## config.mk

```make
export PLATFORM = sky130hd
export DESIGN_NAME = acs_addr_wrap
export DESIGN_NICKNAME = d
export VERILOG_FILES = /design/src/rtl/core/acs_pkg.sv /design/src/rtl/core/acs_addr_wrap.sv
export SDC_FILE = /design/constraint.sdc
export NUM_CORES = 1
export LEC_CHECK = 0
export BUFFER_PORTS_ARGS = -buffer_cell sky130_fd_sc_hd__buf_2
export CORE_MARGIN = 4
export CORE_UTILIZATION = 30
export CTS_CLUSTER_SIZE = 10
export DETAILED_ROUTE_END_ITERATION = 7
export GPL_TIMING_DRIVEN = 0
export PLACE_DENSITY_LB_ADDON = 0.1
export SYNTH_ARGS = -nofsm -noshare
export SYNTH_HDL_FRONTEND = slang
export SYNTH_SLANG_ARGS = --single-unit
export TNS_END_PERCENT = 30
```

## constraint.sdc

```tcl
create_clock -name clk -period 0.8 [get_ports clk]
set_input_delay 0.08 -clock clk [delete_from_list [all_inputs] [get_ports clk]]
set_output_delay 0.08 -clock clk [all_outputs]
set_load 0.01 [all_outputs]
```

## src/rtl/core/acs_pkg.sv

```systemverilog
// Shared types, codes and the accumulator ALU for the accumulator step block.
// No dependencies; used by every module of the block.
`default_nettype none

package acs_pkg;

    localparam int WORD_BITS = 16;
    localparam int ADDR_BITS = 13;
    localparam int OPC_BITS  = WORD_BITS - ADDR_BITS;

    typedef enum logic [1:0] {
        ACT_WRITE  = 2'd0,
        ACT_READ   = 2'd1,
        ACT_SET_IP = 2'd2,
        ACT_EXEC   = 2'd3
    } action_t;

    typedef enum logic [OPC_BITS-1:0] {
        OP_LOAD  = 3'd0,
        OP_ADD   = 3'd1,
        OP_NEG   = 3'd2,
        OP_SUB   = 3'd3,
        OP_STORE = 3'd4,
        OP_JNEG  = 3'd5,
        OP_JUMP  = 3'd6,
        OP_NOP   = 3'd7
    } opcode_t;

    // Memory port request, driven by the sequencer.
    typedef struct packed {
        logic                 wr_en;
        logic                 rd_en;
        logic [WORD_BITS-1:0] wr_data;
    } mem_req_t;

    // Accumulator update for the arithmetic opcodes; others keep ac.
    function automatic logic [WORD_BITS-1:0] alu(
        input opcode_t              op,
        input logic [WORD_BITS-1:0] ac,
        input logic [WORD_BITS-1:0] operand
    );
        logic [WORD_BITS-1:0] result;
        case (op)
            OP_LOAD: result = operand;
            OP_ADD:  result = ac + operand;
            OP_NEG:  result = (~operand) + WORD_BITS'(1);
            OP_SUB:  result = ac + (~operand) + WORD_BITS'(1);
            default: result = ac;
        endcase
        return result;
    endfunction

endpackage

`default_nettype wire

```

## src/rtl/core/acs_addr_wrap.sv

```systemverilog
// Shared address reducer: folds a 13-bit address into the memory depth.
// Depends on acs_pkg. One register stage between the two multiplications.
`default_nettype none

module acs_addr_wrap #(
    parameter int MEM_WORDS = 8192
) (
    input  wire logic                              clk,
    input  wire logic                              load,
    input  wire logic [acs_pkg::ADDR_BITS-1:0]     addr_in,
    output logic      [$clog2(MEM_WORDS)-1:0]      idx
);

    localparam int    IDX_BITS = $clog2(MEM_WORDS);
    localparam int    SHIFT    = 2 * acs_pkg::ADDR_BITS;
    localparam longint RECIP   = ((64'd1 << SHIFT) + MEM_WORDS - 1) / MEM_WORDS;
    localparam int    RW       = $clog2(RECIP + 1);
    localparam int    PW       = acs_pkg::ADDR_BITS + RW;
    localparam int    QW       = PW - SHIFT;

    logic [PW-1:0]                   prod;
    logic [QW-1:0]                   quot_reg;
    logic [acs_pkg::ADDR_BITS-1:0]   addr_reg;
    logic [PW-1:0]                   qm;
    logic [PW-1:0]                   rem;

    // Quotient by reciprocal; exact for every 13-bit address.
    assign prod = PW'(addr_in) * PW'(RECIP);

    always_ff @(posedge clk)
    begin
        if (load)
        begin
            addr_reg <= addr_in;
            quot_reg <= prod[PW-1:SHIFT];
        end
    end

    assign qm  = PW'(quot_reg) * PW'(MEM_WORDS);
    assign rem = PW'(addr_reg) - qm;
    assign idx = rem[IDX_BITS-1:0];

endmodule

`default_nettype wire

```

==> flow_summary.yaml, run 1 <==
worst_hold_path:
  hold_path_depth: 1
  min_from: "load"
  hp-class: "input port to flip-flop"
  hold_end: "addr_reg[6]$_DFFE_PP_"
critical_path:
  cp_slowest_stage_delay_ps: 370
  path_class: "flip-flop to primary output"
  cp.required_ps: 720
  cp-end-kind: "primary output"
  cp_num_buf_inv: 1
  arrival_ps: 780
  path_delay_family: "flip-flops"
  critPathMaxFanout: 1
  slowest_stage: "edfxtp_1"
  worstPathCellList: "buf_2"
  cp-start-kind: "flip-flop"
final_layout:
  mostFrequentLayoutCells: "buf_2, edfxtp_1, dlygate4sd3_1, clkbuf_4, clkbuf_1"
  nets: 73
  stdcell_count: 71
  final_cell_area_um2: 699
  layout_commonest_cell: "buf_2"
  diodes: 0
  multi_input_area_um2: 0
  multi_input_cells: 0
  largest_reg_flops: 13
  area_growth_pct: 79.2
  drive_above_1_share: 0.526
timing:
  worst_pin_slew_ps: 285
  fmax_mhz: 1160
  hold_viol: 0
  min_period_ps: 864
  slew_headroom: 0.810
  period_share: 1.08
  maxSlewViolCount: 0
  fin_ws_ps: -63.9
  setup_viol: 13
  rsz0062_at_grt: "yes"
  fin_hold_ws_ps: 205
clocking:
  cts_resized: 0
  clk_pin_slew_ps: 80
  post-cts-setup-buffer-count: 0
  cts-root-buf: "clkbuf_4"
  cts_inserted_buffers: 3
  cts_sinks: 13
  clockBufferDepth: 2
  ctsHtreeMaxLevel: 1
  tritoncts: "yes"
yosys:
  synth_area_um2: 390
  ys_ff_latch: 13
  syn-instance-count: 13
  syn_area_per_cell_um2: 30.0
  synth.top_cell.area_share: 1.00
  synth-warning-count: 0
  yosysTopAreaCell: "edfxtp_1"
  synth_fp_nets: 28
  ys_seq_area_frac: 1.00
  ys_top_cells_by_area: "edfxtp_1"
  synth_cell_type_count: 1
grt:
  grt_pass1_wl_mm: 1.21
  grtUsageTotal: 0.0893
  grt_pass1_vias: 288
  grt-ovfl-total: 0
  grt_max_degree: 14
  antenna_found_initial: 0
drt:
  drtPass1Iterations: 2
  via_per_inst: 3.93
  wl_um: 802
  route.vias.total: 279
  detail-route-antenna-nets: 0
  drc: 0
  drt_iter0_markers: 2
  wire_per_inst_um: 11.3
placed_design:
  placed_cell_area_um2: 543
  place_congestion: 0.607
  place_inst: 54
  portBuffers: 27
floorplanning:
  rows: 12
  core_region_area_mm2: 0.00117
  fp.dieH_um: 44.1
  start_util: 0.333
  die_width_um: 44.1
  die-area_mm2: 0.00194
  boundaryPins: 28
power_and_ir_drop:
  powerDensity_mw_per_mm2: 1980
  peakVddDrop_v: 0.00107
  p_leak_nw: 0.303
flow_run:
  drv_cap: 0
run_status:
  violations: "setup timing"
  status: "finished with violations"
-- area by class of cell --
class | instances | area [µm²]
repair buffers | 40 | 265
clock buffers | 4 | 26.3
fillers | 93 | 472
flip-flops and latches | 13 | 390
well taps | 14 | 17.5
-- through the flow --
stage	util	worst slack (ps)	total power, W	TNS, ps
floorplan	-	326	0.000868	0
global placement	0.464	133	0.000955	0
detailed placement	0.464	115	0.000959	0
CTS	0.597	-86.6	0.00141	-823
global route	0.597	-105	0.00145	-1120
finish	0.597	-63.9	0.00138	-618
-- where the power goes --
part           leakage (nW)  switching [W]  internal, W  total (W)
logic                 0.161      0.0000722    0.0000982   0.000170
clock network        0.0150       0.000201     0.000193   0.000394
registers             0.127     0.00000971     0.000808   0.000818
-- synth_stat cells (all sizes together) --
library cell  count
edfxtp           13
-- cells by family after synthesis --
family / Yosys count / synth area share
DFF: 13 / 1.00
-- repair_timing --
item / in CTS / in global routing
endpoints found under the hold margin: 13 / 0
endpoints found under the setup margin: 13 / 13
pin swaps: 0 / 0
hold buffers: 13 / 0
-- layer usage --
| layer | up-vias | routed length [µm] | GRT usage |
|---|---|---|---|
| met3 | 0 | 100 | 0.0325 |
| met5 | - | 0 | 0 |
| met4 | 0 | 0 | 0.0542 |
| met1 | 123 | 277 | 0.0831 |
| met2 | 15 | 424 | 0.163 |
| li1 | 141 | - | - |
-- how the worst max path moves through the flow --
stage | startpoint | to | slack [ps] | cells after the start
after global routing | addr_reg[3]$_DFFE_PP_ | idx[3] | -100 | 1
after global placement | load | addr_reg[2]$_DFFE_PP_ | 130 | 1
after CTS | addr_reg[10]$_DFFE_PP_ | idx[10] | -90 | 1
final | addr_reg[10]$_DFFE_PP_ | idx[10] | -60 | 1
after floorplan | addr_reg[0]$_DFFE_PP_ | idx[0] | 330 | 0
after detailed placement | load | addr_reg[0]$_DFFE_PP_ | 120 | 1
No activity file was read; power rests on OpenSTA's default activity.
==> run 2, diff against run 1 <==
--- a/config.mk
+++ b/config.mk
@@ -11,7 +11,7 @@
 export CTS_CLUSTER_SIZE = 10
 export DETAILED_ROUTE_END_ITERATION = 7
 export GPL_TIMING_DRIVEN = 0
-export PLACE_DENSITY_LB_ADDON = 0.1
+export PLACE_DENSITY_LB_ADDON = 0.3
 export SYNTH_ARGS = -nofsm -noshare
 export SYNTH_HDL_FRONTEND = slang
 export SYNTH_SLANG_ARGS = --single-unit
==> run 2 against run 1 <==
The flow still finishes with violations (setup timing). Clock power shrank 4%. Largest cell class unchanged. Sequential share of layout area is the same. Global-route usage grew 1.0 points. Critical path depth is the same. Total power shrank 1.1%. Design area is the same. Sequential cell count is the same. Routed wire length grew 3.7%. Combinational power is essentially flat. Cell count is the same.
==> flow_summary.yaml, run 2 (same netlist as run 1, synthesis figures left out) <==
final_layout:
  diodes: 0
  largest_reg_flops: 13
  drive_above_1_share: 0.526
  final_cell_area_um2: 699
  mostFrequentLayoutCells: "buf_2, edfxtp_1, dlygate4sd3_1, clkbuf_4, clkbuf_1"
  area_growth_pct: 79.2
  multi_input_area_um2: 0
  utilization: 0.597
  nets: 73
  multi_input_cells: 0
  layout_commonest_cell: "buf_2"
flow_run:
  drv_cap: 0
clocking:
  cts_inserted_buffers: 3
  post-cts-setup-buffer-count: 0
  cts-root-buf: "clkbuf_4"
  ctsHtreeMaxLevel: 1
  clockBufferDepth: 2
  cts_sinks: 13
  tritoncts: "yes"
  clk_pin_slew_ps: 70
drt:
  wire_per_inst_um: 11.7
  detail-route-antenna-nets: 0
  drt_iter0_markers: 5
  drc: 0
  wl_um: 832
  route.vias.total: 286
  drtPass1Iterations: 3
  via_per_inst: 4.03
timing:
  fin_hold_ws_ps: 212
  slew_headroom: 0.811
  period_share: 1.07
  rsz0062_at_grt: "yes"
  min_period_ps: 854
  setup_viol: 13
  maxSlewViolCount: 0
  hold_viol: 0
  worst_pin_slew_ps: 283
  fmax_mhz: 1170
  fin_ws_ps: -53.9
floorplanning:
  die_width_um: 44.1
  fp.dieH_um: 44.1
  boundaryPins: 28
  start_util: 0.333
  rows: 12
  die-area_mm2: 0.00194
  core_region_area_mm2: 0.00117
critical_path:
  critPathMaxFanout: 1
  worstPathCellList: "buf_2"
  cp-end-kind: "primary output"
  path_class: "flip-flop to primary output"
  cp-start-kind: "flip-flop"
  arrival_ps: 770
  cp_slowest_stage_delay_ps: 360
  path_delay_family: "flip-flops"
  slowest_stage: "edfxtp_1"
  cp_num_buf_inv: 1
  cp.required_ps: 720
grt:
  antenna_found_initial: 0
  grt_max_degree: 14
  grt_pass1_wl_mm: 1.35
  grt-ovfl-total: 0
  grtUsageTotal: 0.0996
  grt_pass1_vias: 331
run_status:
  status: "finished with violations"
  violations: "setup timing"
power_and_ir_drop:
  p_total_w: 0.00137
  powerDensity_mw_per_mm2: 1950
  peakVddDrop_v: 0.000967
  p_leak_nw: 0.303
worst_hold_path:
  min_from: "load"
  hp-class: "input port to flip-flop"
  hold_path_depth: 1
  hold_end: "addr_reg[10]$_DFFE_PP_"
placed_design:
  place_congestion: 0.596
  portBuffers: 27
  placed_cell_area_um2: 543
  pre_cts_ws_ps: 120
[run 2: power breakdown]
part	internal [W]	switching, W	leakage (nW)	total (W)
Combinational	0.0000982	0.0000722	0.161	0.000170
Clock	0.000193	0.000185	0.0150	0.000378
Sequential	0.000808	0.0000103	0.127	0.000818
Total	0.00110	0.000268	0.303	0.00137
[run 2: metrics by stage]
step,TNS (ps),instances
after CTS,-711,71
after floorplan,0,13
final,-557,71
after detailed placement,0,54
after global routing,-1120,71
after global placement,0,54
[run 2: cell type report]
type                  count  area [µm²]
Timing Repair Buffer     40         265
Sequential cell          13         390
Tap cell                 14        17.5
Fill cell                94         472
Clock buffer              4        26.3
[run 2: worst max path at each step]
stage | start | depth (start not counted) | slack [ps] | end
floorplan | addr_reg[0]$_DFFE_PP_ | 0 | 330 | idx[0]
global placement | load | 1 | 140 | addr_reg[1]$_DFFE_PP_
detailed placement | load | 1 | 120 | addr_reg[4]$_DFFE_PP_
CTS | addr_reg[4]$_DFFE_PP_ | 1 | -70 | idx[4]
global route | addr_reg[0]$_DFFE_PP_ | 1 | -110 | idx[0]
finish | addr_reg[12]$_DFFE_PP_ | 1 | -50 | idx[12]
[run 2: metal layers]
metal | up-vias | wire length, µm | part of all wire | global-route usage
li1 | 141 | - | - | -
met1 | 134 | 265 | 0.32 | 0.0807
met2 | 11 | 502 | 0.60 | 0.195
met3 | 0 | 64 | 0.077 | 0.0285
met4 | 0 | 0 | 0 | 0.0723
met5 | - | 0 | 0 | 0
[run 2: repair_timing]
item	in CTS	in global routing
hold buffers	13	0
endpoints found under the hold margin	13	0
endpoints found under the setup margin	13	13
resized for setup	0	0
